File: src/sv/cmsp_pkg.sv
// Shared types and constants for the message stream parser.
package cmsp_pkg;

    localparam int unsigned ByteW   = 8;
    localparam int unsigned LenW    = 17;
    localparam int unsigned OptNumW = 16;

    localparam logic [ByteW-1:0]   MarkerByte = 8'hff;
    localparam logic [3:0]         NibReserved = 4'd15;
    localparam logic [3:0]         NibExt1     = 4'd13;
    localparam logic [3:0]         NibExt2     = 4'd14;
    localparam logic [3:0]         TokenMax    = 4'd8;
    localparam logic [LenW-1:0]    Ext1Offset  = 17'd13;
    localparam logic [LenW-1:0]    Ext2Offset  = 17'd269;
    localparam logic [OptNumW+1:0] OptNumMax   = 18'd65535;

    typedef enum logic [3:0] {
        PH_H0      = 4'd0,
        PH_H1      = 4'd1,
        PH_H2      = 4'd2,
        PH_H3      = 4'd3,
        PH_TOKEN   = 4'd4,
        PH_OPT     = 4'd5,
        PH_D1      = 4'd6,
        PH_D2      = 4'd7,
        PH_L1      = 4'd8,
        PH_L2      = 4'd9,
        PH_VALUE   = 4'd10,
        PH_PAYLOAD = 4'd11,
        PH_SKIP    = 4'd12
    } phase_t;

    typedef enum logic [2:0] {
        EV_HEADER    = 3'd0,
        EV_TOKEN     = 3'd1,
        EV_OPT_START = 3'd2,
        EV_OPT_VALUE = 3'd3,
        EV_PAYLOAD   = 3'd4,
        EV_ERROR     = 3'd5
    } event_kind_t;

    typedef enum logic [2:0] {
        ERR_NONE      = 3'd0,
        ERR_TOKEN_LEN = 3'd1,
        ERR_RESERVED  = 3'd2,
        ERR_TRUNCATED = 3'd3,
        ERR_OVERFLOW  = 3'd4,
        ERR_EMPTY_PAY = 3'd5
    } error_code_t;

    typedef struct packed {
        logic [2:0]         event_kind;
        logic [1:0]         version;
        logic [1:0]         msg_type;
        logic [3:0]         token_length;
        logic [2:0]         code_class;
        logic [4:0]         code_detail;
        logic [15:0]        message_id;
        logic [OptNumW-1:0] option_number;
        logic [LenW-1:0]    option_length;
        logic [ByteW-1:0]   data_byte;
        logic               end_flag;
        logic [2:0]         error_code;
    } result_t;

endpackage

File: src/sv/cmsp_if.sv
// Request channels: message bytes in, parse events out.
interface cmsp_byte_if;
    logic       valid;
    logic       ready;
    logic [7:0] msg_byte;
    logic       end_of_msg;

    modport source (output valid, output msg_byte, output end_of_msg, input ready);
    modport sink   (input valid, input msg_byte, input end_of_msg, output ready);
endinterface

interface cmsp_event_if;
    logic        valid;
    logic        ready;
    logic [2:0]  event_kind;
    logic [1:0]  version;
    logic [1:0]  msg_type;
    logic [3:0]  token_length;
    logic [2:0]  code_class;
    logic [4:0]  code_detail;
    logic [15:0] message_id;
    logic [15:0] option_number;
    logic [16:0] option_length;
    logic [7:0]  data_byte;
    logic        end_flag;
    logic [2:0]  error_code;

    modport source (
        output valid, output event_kind, output version, output msg_type,
        output token_length, output code_class, output code_detail,
        output message_id, output option_number, output option_length,
        output data_byte, output end_flag, output error_code, input ready
    );
    modport sink (
        input valid, input event_kind, input version, input msg_type,
        input token_length, input code_class, input code_detail,
        input message_id, input option_number, input option_length,
        input data_byte, input end_flag, input error_code, output ready
    );
endinterface

File: src/sv/cmsp_decode.sv
// Parse state and per-byte event decode.
module cmsp_decode
    import cmsp_pkg::*;
(
    input  logic             clk,
    input  logic             rst_n,
    input  logic             accept,
    input  logic [ByteW-1:0] msg_byte,
    input  logic             end_of_msg,
    output logic             has_result,
    output result_t          result
);

    phase_t             phase_reg, phase_next;
    logic [23:0]        hdr_reg, hdr_next;
    logic [3:0]         tok_left_reg, tok_left_next;
    logic [ByteW-1:0]   head_reg, head_next;
    logic [OptNumW-1:0] opt_sum_reg, opt_sum_next;
    logic [LenW-1:0]    pend_delta_reg, pend_delta_next;
    logic [LenW-1:0]    pend_len_reg, pend_len_next;
    logic [LenW-1:0]    val_left_reg, val_left_next;

    logic               do_after_delta;
    logic               do_finish;
    logic [LenW-1:0]    delta_val;
    logic [LenW-1:0]    len_val;
    logic [3:0]         len_nib;
    logic [LenW-1:0]    delta_use;
    logic [OptNumW+1:0] sum;
    logic [3:0]         tkl;

    always_comb
    begin
        phase_next      = phase_reg;
        hdr_next        = hdr_reg;
        tok_left_next   = tok_left_reg;
        head_next       = head_reg;
        opt_sum_next    = opt_sum_reg;
        pend_delta_next = pend_delta_reg;
        pend_len_next   = pend_len_reg;
        val_left_next   = val_left_reg;
        has_result      = 1'b0;
        result          = '0;
        do_after_delta  = 1'b0;
        do_finish       = 1'b0;
        delta_val       = '0;
        len_val         = '0;
        len_nib         = '0;
        tkl             = hdr_reg[19:16];

        case (phase_reg)
            PH_H0:
            begin
                hdr_next   = {msg_byte, 16'h0000};
                phase_next = PH_H1;
            end
            PH_H1:
            begin
                hdr_next[15:8] = msg_byte;
                phase_next     = PH_H2;
            end
            PH_H2:
            begin
                hdr_next[7:0] = msg_byte;
                phase_next    = PH_H3;
            end
            PH_H3:
            begin
                has_result = 1'b1;
                if (tkl > TokenMax)
                begin
                    result.event_kind = EV_ERROR;
                    result.error_code = ERR_TOKEN_LEN;
                    phase_next        = PH_SKIP;
                end
                else
                begin
                    result.event_kind   = EV_HEADER;
                    result.version      = hdr_reg[23:22];
                    result.msg_type     = hdr_reg[21:20];
                    result.token_length = tkl;
                    result.code_class   = hdr_reg[15:13];
                    result.code_detail  = hdr_reg[12:8];
                    result.message_id   = {hdr_reg[7:0], msg_byte};
                    tok_left_next       = tkl;
                    phase_next          = (tkl != 4'd0) ? PH_TOKEN : PH_OPT;
                end
            end
            PH_TOKEN:
            begin
                has_result        = 1'b1;
                result.event_kind = EV_TOKEN;
                result.data_byte  = msg_byte;
                tok_left_next     = tok_left_reg - 4'd1;
                if (tok_left_next == 4'd0)
                    phase_next = PH_OPT;
            end
            PH_OPT:
            begin
                if (msg_byte == MarkerByte)
                    phase_next = PH_PAYLOAD;
                else if (msg_byte[7:4] == NibReserved || msg_byte[3:0] == NibReserved)
                begin
                    has_result        = 1'b1;
                    result.event_kind = EV_ERROR;
                    result.error_code = ERR_RESERVED;
                    phase_next        = PH_SKIP;
                end
                else
                begin
                    head_next = msg_byte;
                    if (msg_byte[7:4] >= NibExt1)
                        phase_next = PH_D1;
                    else
                    begin
                        delta_val      = {13'd0, msg_byte[7:4]};
                        len_nib        = msg_byte[3:0];
                        do_after_delta = 1'b1;
                    end
                end
            end
            PH_D1:
            begin
                if (head_reg[7:4] == NibExt1)
                begin
                    delta_val      = {9'd0, msg_byte} + Ext1Offset;
                    len_nib        = head_reg[3:0];
                    do_after_delta = 1'b1;
                end
                else
                begin
                    pend_delta_next = {1'b0, msg_byte, 8'h00};
                    phase_next      = PH_D2;
                end
            end
            PH_D2:
            begin
                delta_val      = {1'b0, pend_delta_reg[15:8], msg_byte} + Ext2Offset;
                len_nib        = head_reg[3:0];
                do_after_delta = 1'b1;
            end
            PH_L1:
            begin
                if (head_reg[3:0] == NibExt1)
                begin
                    len_val   = {9'd0, msg_byte} + Ext1Offset;
                    do_finish = 1'b1;
                end
                else
                begin
                    pend_len_next = {1'b0, msg_byte, 8'h00};
                    phase_next    = PH_L2;
                end
            end
            PH_L2:
            begin
                len_val   = {1'b0, pend_len_reg[15:8], msg_byte} + Ext2Offset;
                do_finish = 1'b1;
            end
            PH_VALUE:
            begin
                has_result           = 1'b1;
                result.event_kind    = EV_OPT_VALUE;
                result.option_number = opt_sum_reg;
                result.data_byte     = msg_byte;
                val_left_next        = val_left_reg - 17'd1;
                if (val_left_next == '0)
                    phase_next = PH_OPT;
            end
            PH_PAYLOAD:
            begin
                has_result        = 1'b1;
                result.event_kind = EV_PAYLOAD;
                result.data_byte  = msg_byte;
            end
            default:
            begin
                phase_next = PH_SKIP;
            end
        endcase

        if (do_after_delta)
        begin
            pend_delta_next = delta_val;
            if (len_nib >= NibExt1)
                phase_next = PH_L1;
            else
            begin
                len_val   = {13'd0, len_nib};
                do_finish = 1'b1;
            end
        end

        delta_use = do_after_delta ? delta_val : pend_delta_reg;
        sum       = {2'b00, opt_sum_reg} + {1'b0, delta_use};

        if (do_finish)
        begin
            has_result = 1'b1;
            if (sum > OptNumMax)
            begin
                result.event_kind = EV_ERROR;
                result.error_code = ERR_OVERFLOW;
                phase_next        = PH_SKIP;
            end
            else
            begin
                opt_sum_next         = sum[OptNumW-1:0];
                val_left_next        = len_val;
                result.event_kind    = EV_OPT_START;
                result.option_number = sum[OptNumW-1:0];
                result.option_length = len_val;
                phase_next           = (len_val != '0) ? PH_VALUE : PH_OPT;
            end
        end

        if (end_of_msg)
        begin
            case (phase_next)
                PH_H1, PH_H2, PH_H3, PH_TOKEN, PH_D1, PH_D2, PH_L1, PH_L2, PH_VALUE:
                begin
                    has_result        = 1'b1;
                    result            = '0;
                    result.event_kind = EV_ERROR;
                    result.error_code = ERR_TRUNCATED;
                end
                PH_PAYLOAD:
                begin
                    if (!has_result)
                    begin
                        has_result        = 1'b1;
                        result            = '0;
                        result.event_kind = EV_ERROR;
                        result.error_code = ERR_EMPTY_PAY;
                    end
                end
                default:
                begin
                end
            endcase
            result.end_flag = has_result;
            phase_next      = PH_H0;
            hdr_next        = '0;
            tok_left_next   = '0;
            head_next       = '0;
            opt_sum_next    = '0;
            pend_delta_next = '0;
            pend_len_next   = '0;
            val_left_next   = '0;
        end
    end

    always_ff @(posedge clk or negedge rst_n)
    begin
        if (!rst_n)
        begin
            phase_reg      <= PH_H0;
            hdr_reg        <= '0;
            tok_left_reg   <= '0;
            head_reg       <= '0;
            opt_sum_reg    <= '0;
            pend_delta_reg <= '0;
            pend_len_reg   <= '0;
            val_left_reg   <= '0;
        end
        else if (accept)
        begin
            phase_reg      <= phase_next;
            hdr_reg        <= hdr_next;
            tok_left_reg   <= tok_left_next;
            head_reg       <= head_next;
            opt_sum_reg    <= opt_sum_next;
            pend_delta_reg <= pend_delta_next;
            pend_len_reg   <= pend_len_next;
            val_left_reg   <= val_left_next;
        end
    end

endmodule

File: src/sv/cmsp_out_reg.sv
// Result register between the decoder and the event channel.
module cmsp_out_reg
    import cmsp_pkg::*;
(
    input  logic    clk,
    input  logic    rst_n,
    input  logic    load,
    input  logic    load_valid,
    input  result_t load_data,
    input  logic    take,
    output logic    space,
    output logic    valid,
    output result_t data
);

    logic    valid_reg, valid_next;
    result_t data_reg;

    assign space = !valid_reg || take;

    always_comb
    begin
        valid_next = valid_reg;
        if (load)
            valid_next = load_valid;
        else if (take)
            valid_next = 1'b0;
    end

    always_ff @(posedge clk or negedge rst_n)
    begin
        if (!rst_n)
            valid_reg <= 1'b0;
        else
            valid_reg <= valid_next;
    end

    always_ff @(posedge clk)
    begin
        if (load && load_valid)
            data_reg <= load_data;
    end

    assign valid = valid_reg;
    assign data  = data_reg;

endmodule

File: src/sv/coap_message_stream_parser_unit.sv
// Streaming message parser: one byte per request in, zero or one event out.
// An event appears on the output in the cycle after its byte is accepted.
// Throughput: one byte per cycle; the single result register sets the rate and
// a byte is taken whenever that register is empty or being drained.
// Reset: rst_n clears the parse state to header byte zero and empties the output.
module coap_message_stream_parser_unit
    import cmsp_pkg::*;
(
    input  logic         clk,
    input  logic         rst_n,
    cmsp_byte_if.sink    byte_ch,
    cmsp_event_if.source event_ch
);

    logic    accept;
    logic    space;
    logic    has_result;
    logic    out_valid;
    result_t result;
    result_t out_data;

    assign byte_ch.ready = space;
    assign accept        = byte_ch.valid && space;

    cmsp_decode u_decode (
        .clk        (clk),
        .rst_n      (rst_n),
        .accept     (accept),
        .msg_byte   (byte_ch.msg_byte),
        .end_of_msg (byte_ch.end_of_msg),
        .has_result (has_result),
        .result     (result)
    );

    cmsp_out_reg u_out_reg (
        .clk        (clk),
        .rst_n      (rst_n),
        .load       (accept),
        .load_valid (has_result),
        .load_data  (result),
        .take       (event_ch.ready),
        .space      (space),
        .valid      (out_valid),
        .data       (out_data)
    );

    assign event_ch.valid         = out_valid;
    assign event_ch.event_kind    = out_data.event_kind;
    assign event_ch.version       = out_data.version;
    assign event_ch.msg_type      = out_data.msg_type;
    assign event_ch.token_length  = out_data.token_length;
    assign event_ch.code_class    = out_data.code_class;
    assign event_ch.code_detail   = out_data.code_detail;
    assign event_ch.message_id    = out_data.message_id;
    assign event_ch.option_number = out_data.option_number;
    assign event_ch.option_length = out_data.option_length;
    assign event_ch.data_byte     = out_data.data_byte;
    assign event_ch.end_flag      = out_data.end_flag;
    assign event_ch.error_code    = out_data.error_code;

endmodule
File: src/flat_wrapper.sv
// flat-port wrapper written by rule: the top's interface ports become plain ports
module coap_message_stream_parser_unit_flat import cmsp_pkg::*;
  (clk, rst_n, byte_ch_valid, byte_ch_msg_byte, byte_ch_end_of_msg, byte_ch_ready, event_ch_valid, event_ch_event_kind, event_ch_version, event_ch_msg_type, event_ch_token_length, event_ch_code_class, event_ch_code_detail, event_ch_message_id, event_ch_option_number, event_ch_option_length, event_ch_data_byte, event_ch_end_flag, event_ch_error_code, event_ch_ready);
  cmsp_byte_if byte_ch_i ();
  cmsp_event_if event_ch_i ();
  input  logic clk;
  input  logic rst_n;
  input wire logic [$bits(byte_ch_i.valid)-1:0] byte_ch_valid;
  input wire logic [$bits(byte_ch_i.msg_byte)-1:0] byte_ch_msg_byte;
  input wire logic [$bits(byte_ch_i.end_of_msg)-1:0] byte_ch_end_of_msg;
  output wire logic [$bits(byte_ch_i.ready)-1:0] byte_ch_ready;
  output wire logic [$bits(event_ch_i.valid)-1:0] event_ch_valid;
  output wire logic [$bits(event_ch_i.event_kind)-1:0] event_ch_event_kind;
  output wire logic [$bits(event_ch_i.version)-1:0] event_ch_version;
  output wire logic [$bits(event_ch_i.msg_type)-1:0] event_ch_msg_type;
  output wire logic [$bits(event_ch_i.token_length)-1:0] event_ch_token_length;
  output wire logic [$bits(event_ch_i.code_class)-1:0] event_ch_code_class;
  output wire logic [$bits(event_ch_i.code_detail)-1:0] event_ch_code_detail;
  output wire logic [$bits(event_ch_i.message_id)-1:0] event_ch_message_id;
  output wire logic [$bits(event_ch_i.option_number)-1:0] event_ch_option_number;
  output wire logic [$bits(event_ch_i.option_length)-1:0] event_ch_option_length;
  output wire logic [$bits(event_ch_i.data_byte)-1:0] event_ch_data_byte;
  output wire logic [$bits(event_ch_i.end_flag)-1:0] event_ch_end_flag;
  output wire logic [$bits(event_ch_i.error_code)-1:0] event_ch_error_code;
  input wire logic [$bits(event_ch_i.ready)-1:0] event_ch_ready;
  assign byte_ch_i.valid = byte_ch_valid;
  assign byte_ch_i.msg_byte = byte_ch_msg_byte;
  assign byte_ch_i.end_of_msg = byte_ch_end_of_msg;
  assign byte_ch_ready = byte_ch_i.ready;
  assign event_ch_valid = event_ch_i.valid;
  assign event_ch_event_kind = event_ch_i.event_kind;
  assign event_ch_version = event_ch_i.version;
  assign event_ch_msg_type = event_ch_i.msg_type;
  assign event_ch_token_length = event_ch_i.token_length;
  assign event_ch_code_class = event_ch_i.code_class;
  assign event_ch_code_detail = event_ch_i.code_detail;
  assign event_ch_message_id = event_ch_i.message_id;
  assign event_ch_option_number = event_ch_i.option_number;
  assign event_ch_option_length = event_ch_i.option_length;
  assign event_ch_data_byte = event_ch_i.data_byte;
  assign event_ch_end_flag = event_ch_i.end_flag;
  assign event_ch_error_code = event_ch_i.error_code;
  assign event_ch_i.ready = event_ch_ready;
  coap_message_stream_parser_unit u_core (.clk(clk), .rst_n(rst_n), .byte_ch(byte_ch_i), .event_ch(event_ch_i));
endmodule
File: config.mk
export PLATFORM = sky130hd
export DESIGN_NAME = coap_message_stream_parser_unit_flat
export DESIGN_NICKNAME = d
export VERILOG_FILES = /design/src/sv/cmsp_pkg.sv /design/src/sv/cmsp_if.sv /design/src/sv/cmsp_decode.sv /design/src/sv/cmsp_out_reg.sv /design/src/sv/coap_message_stream_parser_unit.sv /design/src/flat_wrapper.sv
export SDC_FILE = /design/constraint.sdc
export NUM_CORES = 1
export LEC_CHECK = 0
export ABC_AREA = 0
export ABC_CLOCK_PERIOD_IN_PS = 13760
export BUFFER_PORTS_ARGS = -buffer_cell sky130_fd_sc_hd__buf_2
export CAP_MARGIN = 10
export CORE_MARGIN = 2
export CORE_UTILIZATION = 45
export DETAILED_ROUTE_END_ITERATION = 10
export PLACE_DENSITY_LB_ADDON = 0.3
export SLEW_MARGIN = 20
export SYNTH_ARGS = -nofsm -noshare
export SYNTH_HDL_FRONTEND = slang
export SYNTH_SLANG_ARGS = --single-unit
File: constraint.sdc
create_clock -name clk -period 13.76 [get_ports clk]
set_clock_uncertainty 0.2 [all_clocks]
set_input_delay 2.752 -clock clk [delete_from_list [all_inputs] [get_ports clk]]
set_output_delay 2.752 -clock clk [all_outputs]
set_load 0.005 [all_outputs]
Yosys cells after proc, flatten, opt, wreduce, memory -nomap -nowiden

Index checks and enable logic that the tools add are counted.

Register bits after elaboration: 187
Input port bits: 13
Output and inout port bits: 82
Logic and storage cells: 191

$add $sub $neg: 6
Order comparisons: 4
Equal/unequal tests: 32
Muxes and demuxes: 94
Reduce and logical (&&, ||, !) cells: 32

Operators with widths:

| kind                                                                    | number |
|---|---|
| 17-bit 2-to-1 mux                                                       | 11 |
| 80-bit 2-to-1 mux                                                       | 2 |
| 80-bit case mux with 2 select lines                                     | 1 |
| 16-bit 2-to-1 mux                                                       | 7 |
| 4-bit 2-to-1 mux                                                        | 23 |
| 33-bit 2-to-1 mux                                                       | 2 |
| 32-bit 2-to-1 mux                                                       | 2 |
| 17-bit case mux with 3 select lines                                     | 1 |
| 4-bit equality test (second input constant)                             | 12 |
| 8-bit 2-to-1 mux                                                        | 6 |
| 4-bit case mux with 10 select lines                                     | 1 |
| 16-bit by 9-bit adder with 17-bit output (second input constant)        | 2 |
| 17-bit case mux with 2 select lines                                     | 1 |
| 8-bit case mux with 2 select lines                                      | 2 |
| 4-bit by 3-bit equality test with 1-bit output (second input constant)  | 7 |
| 24-bit 2-to-1 mux                                                       | 1 |
| 3-bit 2-to-1 mux                                                        | 7 |
| 16-bit by 17-bit adder with 18-bit output                               | 1 |
| 18-bit by 16-bit > comparator with 1-bit output (second input constant) | 1 |
| 9-bit 2-to-1 mux                                                        | 2 |
| 17-bit zero test                                                        | 1 |
| 17-bit nonzero test                                                     | 1 |
| 17-bit by 1-bit subtractor with 17-bit output (second input constant)   | 1 |
| 4-bit by 2-bit equality test with 1-bit output (second input constant)  | 4 |
| other kinds (30)                                                        | 69 |

Depth between registers and ports, before layout

Gate-level depths: netlist of the first run.

Word-level depth: 17
Gate-level depth with buffers: 22
Mapped depth without buffers: 19

Hierarchy

From an unflattened synthesis of the first run, not the netlist that was laid out.

Cell total of the unflattened synthesis: 1072
Area total of the unflattened synthesis: 10298.6 um^2

Modules (own cells, without submodules):

| module                          | instances | cells each | area each (um^2) | sequential area each (um^2) |
|---|---|---|---|---|
| cmsp_decode                     | 1         | 987        | 7835.0           | 2452.4 |
| cmsp_out_reg                    | 1         | 84         | 2457.4           | 2427.3 |
| coap_message_stream_parser_unit | 1         | 1          | 6.3              | 0.0 |

Worst setup path before layout of the first run

OpenSTA, ideal clock, no wires.

Kind: input port to flip-flop
From: input port byte_ch_msg_byte[7]
To: register u_core.u_out_reg.data_reg, in the netlist u_core.u_out_reg.data[0] (enable)
Library setup time: 0.546 ns
Data arrival time: 10.274 ns
Required time: 13.014 ns
Setup slack: 2.740 ns
Stages: 20
Path buffers: 3
Cell sequence: buf_2 -> nand4_1 -> inv_1 -> ha_1 -> and3b_1 -> and3_1 -> clkbuf_1 -> nor2_1 -> clkbuf_1 -> a21o_1 -> ha_1 -> fa_1 -> a211oi_1 -> o21ai_0 -> nand3_1 -> o2bb2ai_1 -> a32oi_2 -> o22ai_2 -> a211oi_1 -> o22ai_1

Word-level cells in the longest chain between the ends: 17
Elaborated cells on any way between the ends: 58
Those cells by class: add/sub (4); order compare (3); eq/ne (12); mux (35); reduce/logical (4)

Ends and longest elaborated chain:

| element                                                                            | line               | text |
|---|---|---|
| start: declaration                                                                 | flat_wrapper.sv:9  | `input wire logic [$bits(byte_ch_i.msg_byte)-1:0] byte_ch_msg_byte;` |
| branches (longest 15 deep; another with 16-bit by 17-bit adder with 18-bit output) | n/a                |  |
| 1-bit 2-to-1 mux (*)                                                               | cmsp_decode.sv:217 | `if (end_of_msg)` |
| 1-bit logical AND (*)                                                              | cmsp_out_reg.sv:40 | `if (load && load_valid)` |
| end signal: assignment                                                             | cmsp_out_reg.sv:41 | `data_reg <= load_data;` |
| end: declaration                                                                   | cmsp_out_reg.sv:17 | `result_t data_reg;` |

Every way passes the cells marked *.
A chain may end at the register's enable or synchronous reset.

Worst setup path in the final report of the first run

From: input port byte_ch_msg_byte[0]
To: register u_core.u_out_reg.data_reg, in the netlist u_core.u_out_reg.data[58] (enable)

Word-level cells in the longest chain between the ends: 17
Elaborated cells on any way between the ends: 54
Those cells by class: add/sub (4); order compare (2); eq/ne (12); mux (32); reduce/logical (4)

Ends and longest elaborated chain:

| element                                                                            | line |
|---|---|
| branches (longest 15 deep; another with 16-bit by 17-bit adder with 18-bit output) | n/a |
| 1-bit 2-to-1 mux (*)                                                               | cmsp_decode.sv:217 |
| 1-bit logical AND (*)                                                              | cmsp_out_reg.sv:40 |

Marks and branches as above.

==> impl_metrics.env, run 1 <==
export IMPL_maxSlewViolCount=0
export IMPL_crit_path_end_kind="register"
export IMPL_clockBufferDepth=2
export IMPL_cts_sinks=179
export IMPL_pin_count=95
export IMPL_fillers=2188
export IMPL_io_buffer_count=94
export IMPL_rows=56
export IMPL_initial_core_util_pct=45.5
export IMPL_avgSynthCellArea_um2=10.1
export IMPL_gp_congestion=0.891
export IMPL_postPlaceCellArea_mm2=0.0112
export IMPL_routed_via_density=6.12
export IMPL_drv_cap=0
export IMPL_crit_path_start_kind="input pin"
export IMPL_worstPathRequired_ps=13640
export IMPL_die_area_mm2=0.0248
export IMPL_synth_flop_cell="dfrtp_1"
export IMPL_cts_setup_buffers=0
export IMPL_cts_tree="done"
export IMPL_cts_hold_buffers=0
export IMPL_async_reset_ff_share_pct=55.3
export IMPL_arrival_ps=8820
export IMPL_grt_overflow=0
export IMPL_clk_pin_slew_ps=70
export IMPL_fmax_mhz=112
export IMPL_routed_via_count=8746
export IMPL_hpwl_um=20400
export IMPL_fin_area_mm2=0.0118
export IMPL_cts_max_level=4
export IMPL_status="complete, no violations"
export IMPL_ys_types=90
export IMPL_grt_pass1_vias=8253
export IMPL_setup_violations=0
export IMPL_relSlewSlack_pct=30.9
export IMPL_worstHoldStart="u_core.u_decode.hdr_reg[2]$_DFFE_PN0P_"
export IMPL_grt_max_degree=60
export IMPL_ys_seq_area_share_pct=46.1
export IMPL_ant_nets=0
export IMPL_hold_path_class="reg -> reg"
export IMPL_synth_common_cells="nand2_1 (122), dfrtp_1 (99), edfxtp_1 (80), o21ai_0 (67), nor2_1 (62)"
export IMPL_drive_gt1_share_pct=20.3
export IMPL_syn_nets=1083
export IMPL_powerDensity_mw_per_mm2=177
export IMPL_grt_usage_pct=24.3
export IMPL_syn_to_final_growth_pct=11.9
export IMPL_hold_violations=0
export IMPL_finalCritPeriodShare_pct=65.0
export IMPL_multi_input_area_mm2=0.00528
export IMPL_worst_pin_slew_ps=1040
export IMPL_core_mm2=0.0233
export IMPL_synth_top_area_share_pct=23.4
export IMPL_die_y_um=157
export IMPL_grt_antenna_before_repair=1
export IMPL_peakVddDrop_mv=0.113
export IMPL_numCtsBuffers=17
export IMPL_drtIter0Drc=938
export IMPL_wl_per_cell_um=20.7
export IMPL_synthTopCellsByArea="dfrtp_1 (23%), edfxtp_1 (23%), nand2_1 (4.3%)"
export IMPL_ys_ff_latch=179
export IMPL_synth_area_leader_cell="dfrtp_1"
export IMPL_synthCells=1046
export IMPL_firstDrtPassIters=6
export IMPL_cts_root_buf="clkbuf_16"
export IMPL_drt_total_wl_um=29600
export IMPL_min_to="u_core.u_decode.hdr_reg[2]$_DFFE_PN0P_"
export IMPL_r2r_start="u_core.u_decode.phase_reg[0]$_DFFE_PN0P_"
export IMPL_largest_reg_flops=80
export IMPL_final_util_pct=50.9
export IMPL_worstReg2RegEnd="u_core.u_out_reg.data[58]$_DFFE_PP_"
export IMPL_synth_edff_count=80
export IMPL_r2r_slack_ps=6790
export IMPL_syn_area_mm2=0.0106
export IMPL_drc_errors=0
export IMPL_grt_pass1_wl_um=46400
export IMPL_register_area_mm2=0.00488
export IMPL_fin_nets=1134
export IMPL_cts_resized=0
export IMPL_setup_tns_ps=0
export IMPL_ys_warnings_count=0
export IMPL_crit_start="byte_ch_msg_byte[0]"
export IMPL_critPathKind="in -> reg"
export IMPL_critPathMaxFanout=52
export IMPL_rsz0062_at_grt="false"
export IMPL_leakage_uw=0.00478
export IMPL_synth_most_common_cell="nand2_1"
export IMPL_ff2ff_path_depth=16
export IMPL_finalCriticalPeriod_ps=8940
export IMPL_fp_dieW_um=157
export IMPL_clock_latency_ps=450
export IMPL_whs_path_depth=2
## per-stage QoR
stage | worst slack [ps] | total power [uW] | hold WS [ps] | cells
after CTS | 4880 | 2100 | 286 | 1429
after detailed placement | 4420 | 1580 | 271 | 1397
after global placement | 4650 | 1570 | 257 | 1397
after global routing | 4390 | 2200 | 302 | 1430
final | 4820 | 2090 | 284 | 1430
after floorplan | 2740 | 1350 | 238 | 1046
## cell families (layout without fill, tap and decap cells)
group                      count (synthesis)  after routing  share of synthesized area (%)
xor gates and xnor gates                  36             36                           2.98
muxes                                     17             17                           1.75
other                                      0              1                              0
and+or+nand+nor                          378            378                           20.7
buffers and inverters                    101            165                           4.43
adders and majority gates                 24             24                           2.91
DFF                                      179            179                           46.1
AOI/OAI and AO/OA                        311            311                           21.1
## worst max-delay path, cell delays in order
cell and delay [ps]:
buf_2 200, ha_1 280, nand3_1 110, inv_1 50
ha_1 220, and3b_1 340, and3_1 370, nor2_1 90
buf_4 210, a211oi_1 350, nor2_1 120, ha_1 350
and4_1 240, a211o_1 280, a211oi_1 310, o2bb2ai_1 210
a32oi_2 200, o22ai_2 350, a211oi_1 210, o22ai_4 800
buf_4 670
## cell usage in the layout, fill, tap and decap left out, types with 30 or more instances in the layout
| cell type | netlist | final |
|---|---|---|
| nor3_1 | 45 | 44 |
| dfrtp_1 | 99 | 99 |
| o21ai_0 | 67 | 67 |
| nand2_1 | 122 | 122 |
| edfxtp_1 | 80 | 80 |
| a22o_1 | 30 | 30 |
| a22oi_1 | 35 | 35 |
| a21oi_1 | 40 | 40 |
| nor2_1 | 62 | 60 |
| buf_2 | 15 | 93 |
## worst max path at each step
stage,end,slack [ps],cells past startpoint
6_report,u_core.u_out_reg.data[58]$_DFFE_PP_,4820,21
5_1_grt,u_core.u_out_reg.data[65]$_DFFE_PP_,4390,21
4_1_cts,u_core.u_out_reg.data[57]$_DFFE_PP_,4880,21
3_5_place_dp,u_core.u_out_reg.data[50]$_DFFE_PP_,4420,21
3_3_place_gp,u_core.u_out_reg.data[45]$_DFFE_PP_,4650,21
2_1_floorplan,u_core.u_out_reg.data[0]$_DFFE_PP_,2740,20
## power by group
part	switching, uW	total, uW	leakage [uW]	internal [uW]
logic	488	738	0.00237	249
registers	102	839	0.00211	737
clock network	239	516	0.000299	277
total	829	2090	0.00478	1260
## layer usage
layer	part of all wire, %	track usage [%]	vias up
met5	0	0	-
met4	1.8	7.75	0
met3	6.3	4.65	41
met2	46	37.6	311
met1	46	34.4	4328
li1	-	-	4066
## layout make-up
type / count / share of cell area, %
multi-input cells: 766 / 44.6
inverters: 26 / 0.824
clock inverters: 15 / 1.60
repair buffers: 107 / 4.82
diodes: 1 / 0.0211
flip-flops and latches: 179 / 41.2
clock buffers: 17 / 3.59
well taps: 319 / 3.37
Note: power is estimated with default switching activity, not from simulation.
==> run 2, diff against run 1 <==
--- a/config.mk
+++ b/config.mk
@@ -6,7 +6,7 @@
 export NUM_CORES = 1
 export LEC_CHECK = 0
 export ABC_AREA = 0
-export ABC_CLOCK_PERIOD_IN_PS = 13760
+export ABC_CLOCK_PERIOD_IN_PS = 8960
 export BUFFER_PORTS_ARGS = -buffer_cell sky130_fd_sc_hd__buf_2
 export CAP_MARGIN = 10
 export CORE_MARGIN = 2
==> constraint.sdc (replaced) <==
create_clock -name clk -period 8.96 [get_ports clk]
set_clock_uncertainty 0.2 [all_clocks]
set_input_delay 1.792 -clock clk [delete_from_list [all_inputs] [get_ports clk]]
set_output_delay 1.792 -clock clk [all_outputs]
set_load 0.005 [all_outputs]
==> impl_metrics.env, run 2 (synthesis results as in run 1) <==
export IMPL_status="complete, no violations"
export IMPL_final_util_pct=50.9
export IMPL_cts_tree="done"
export IMPL_grt_pass1_vias=8404
export IMPL_critPathKind="in -> reg"
export IMPL_worstReg2RegEnd="u_core.u_out_reg.data[4]$_DFFE_PP_"
export IMPL_clockBufferDepth=2
export IMPL_finalCriticalPeriod_ps=7700
export IMPL_fin_area_mm2=0.0119
export IMPL_finalCritPeriodShare_pct=86.0
export IMPL_max_stage_delay_ps=730
export IMPL_drtIter0Drc=802
export IMPL_crit_path_start_kind="input pin"
export IMPL_leakage_uw=0.00480
export IMPL_mostFrequentLayoutCells="nand2_1 (122), dfrtp_1 (99), buf_2 (93)"
export IMPL_place_ws_ps=887
export IMPL_drc_errors=0
export IMPL_grt_pass1_wl_um=47300
export IMPL_grt_usage_pct=24.7
export IMPL_powerDensity_mw_per_mm2=271
export IMPL_whs_path_depth=2
export IMPL_rsz0062_at_grt="false"
export IMPL_cts_resized=0
export IMPL_final_common_cell="nand2_1"
export IMPL_fmax_mhz=130
export IMPL_drive_gt1_share_pct=20.5
export IMPL_crit_family="compound AO/OA/AOI/OAI gates"
export IMPL_cts_max_level=4
export IMPL_die_area_mm2=0.0248
export IMPL_clk_pin_slew_ps=70
export IMPL_hold_path_class="reg -> reg"
export IMPL_routed_via_density=6.18
export IMPL_largest_reg_flops=80
export IMPL_rows=56
export IMPL_clock_latency_ps=440
export IMPL_crit_chain="buf_2 -> ha_1 -> nand3_1 -> inv_1 -> ha_1 -> and3b_1 -> and3_1 -> nor2_1 -> buf_4 -> a21o_1 -> ha_1 -> and4_1 -> a211o_1 -> a211oi_1 -> o2bb2ai_1 -> a32oi_2 -> o22ai_2 -> a211oi_1 -> o22ai_4 -> buf_4"
export IMPL_grt_overflow=0
export IMPL_critPathBufInv=4
export IMPL_drv_cap=0
export IMPL_routed_via_count=8848
export IMPL_path_common_cell="ha_1"
export IMPL_die_y_um=157
export IMPL_hold_violations=0
export IMPL_antenna_cells=0
export IMPL_numCtsBuffers=17
export IMPL_cts_hold_buffers=0
export IMPL_hpwl_um=20300
export IMPL_firstDrtPassIters=5
export IMPL_ff2ff_path_depth=17
export IMPL_r2r_slack_ps=2450
export IMPL_setup_slack_ps=1260
export IMPL_relSlewSlack_pct=32.1
export IMPL_initial_core_util_pct=45.5
export IMPL_worst_pin_slew_ps=1020
export IMPL_ant_nets=0
export IMPL_postPlaceCellArea_mm2=0.0112
export IMPL_pin_count=95
export IMPL_syn_to_final_growth_pct=11.9
export IMPL_grt_max_degree=67
export IMPL_worstPathRequired_ps=8830
export IMPL_cts_sinks=179
export IMPL_critPathMaxFanout=66
export IMPL_cts_root_buf="clkbuf_16"
export IMPL_drt_total_wl_um=30000
export IMPL_min_to="u_core.u_decode.hdr_reg[0]$_DFFE_PN0P_"
export IMPL_grt_antenna_before_repair=0
export IMPL_wl_per_cell_um=21.0
export IMPL_setup_tns_ps=0
export IMPL_crit_path_end_kind="register"
export IMPL_critical_path_slowest_cell="buf_4"
export IMPL_cts_setup_buffers=0
export IMPL_worstHoldStart="u_core.u_decode.hdr_reg[0]$_DFFE_PN0P_"
export IMPL_setup_violations=0
export IMPL_arrival_ps=7570
export IMPL_peakVddDrop_mv=0.150
export IMPL_r2r_start="u_core.u_decode.phase_reg[3]$_DFFE_PN0P_"
export IMPL_fp_dieW_um=157
export IMPL_maxSlewViolCount=0
export IMPL_core_mm2=0.0233
export IMPL_io_buffer_count=94
export IMPL_fin_nets=1137
export IMPL_gp_congestion=0.905
-- run 2: worst max path at each step --
| stage | from | to | slack, ps | cells after the start |
|---|---|---|---|---|
| final | byte_ch_msg_byte[0] | u_core.u_out_reg.data[4]$_DFFE_PP_ | 1260 | 20 |
| after global routing | byte_ch_msg_byte[0] | u_core.u_out_reg.data[11]$_DFFE_PP_ | 700 | 20 |
| after detailed placement | byte_ch_msg_byte[0] | u_core.u_out_reg.data[43]$_DFFE_PP_ | 890 | 20 |
| after CTS | byte_ch_msg_byte[0] | u_core.u_out_reg.data[49]$_DFFE_PP_ | 1310 | 20 |
| after floorplan | byte_ch_msg_byte[7] | u_core.u_out_reg.data[0]$_DFFE_PP_ | 820 | 20 |
| after global placement | byte_ch_msg_byte[0] | u_core.u_out_reg.data[43]$_DFFE_PP_ | 1000 | 20 |
-- run 2: layout make-up --
type,count,area (um2)
repair buffers,110,593
flip-flops and latches,179,4880
clock buffers,20,467
inverters,26,97.6
clock inverters,12,138
well taps,319,399
fillers,2177,11400
multi-input cells,766,5280
-- run 2: power breakdown --
part	leakage [uW]	internal, uW	switching [uW]
Sequential	0.00211	1130	140
Combinational	0.00238	385	779
Clock	0.000301	419	360
Total	0.00480	1940	1280
-- run 2: tightest hold or removal path: stages (launching register included) --
cell     delay (ps)
dfrtp_1         340
nand2_1          40
o21ai_0          60
-- run 2: through the flow --
step	cells	total power, uW	hold slack [ps]
finish	1432	3210	282
global route	1432	3390	306
CTS	1432	3220	279
detailed placement	1400	2440	261
global placement	1400	2420	256
floorplan	1046	2060	238
-- run 2: layer usage --
metal	vias to the layer above	part of all wire [%]	global-route usage (%)
met5	-	0	0
met2	374	47	39.4
li1	4049	-	-
met3	42	6.1	4.43
met4	0	1.5	5.89
met1	4383	45	34.9
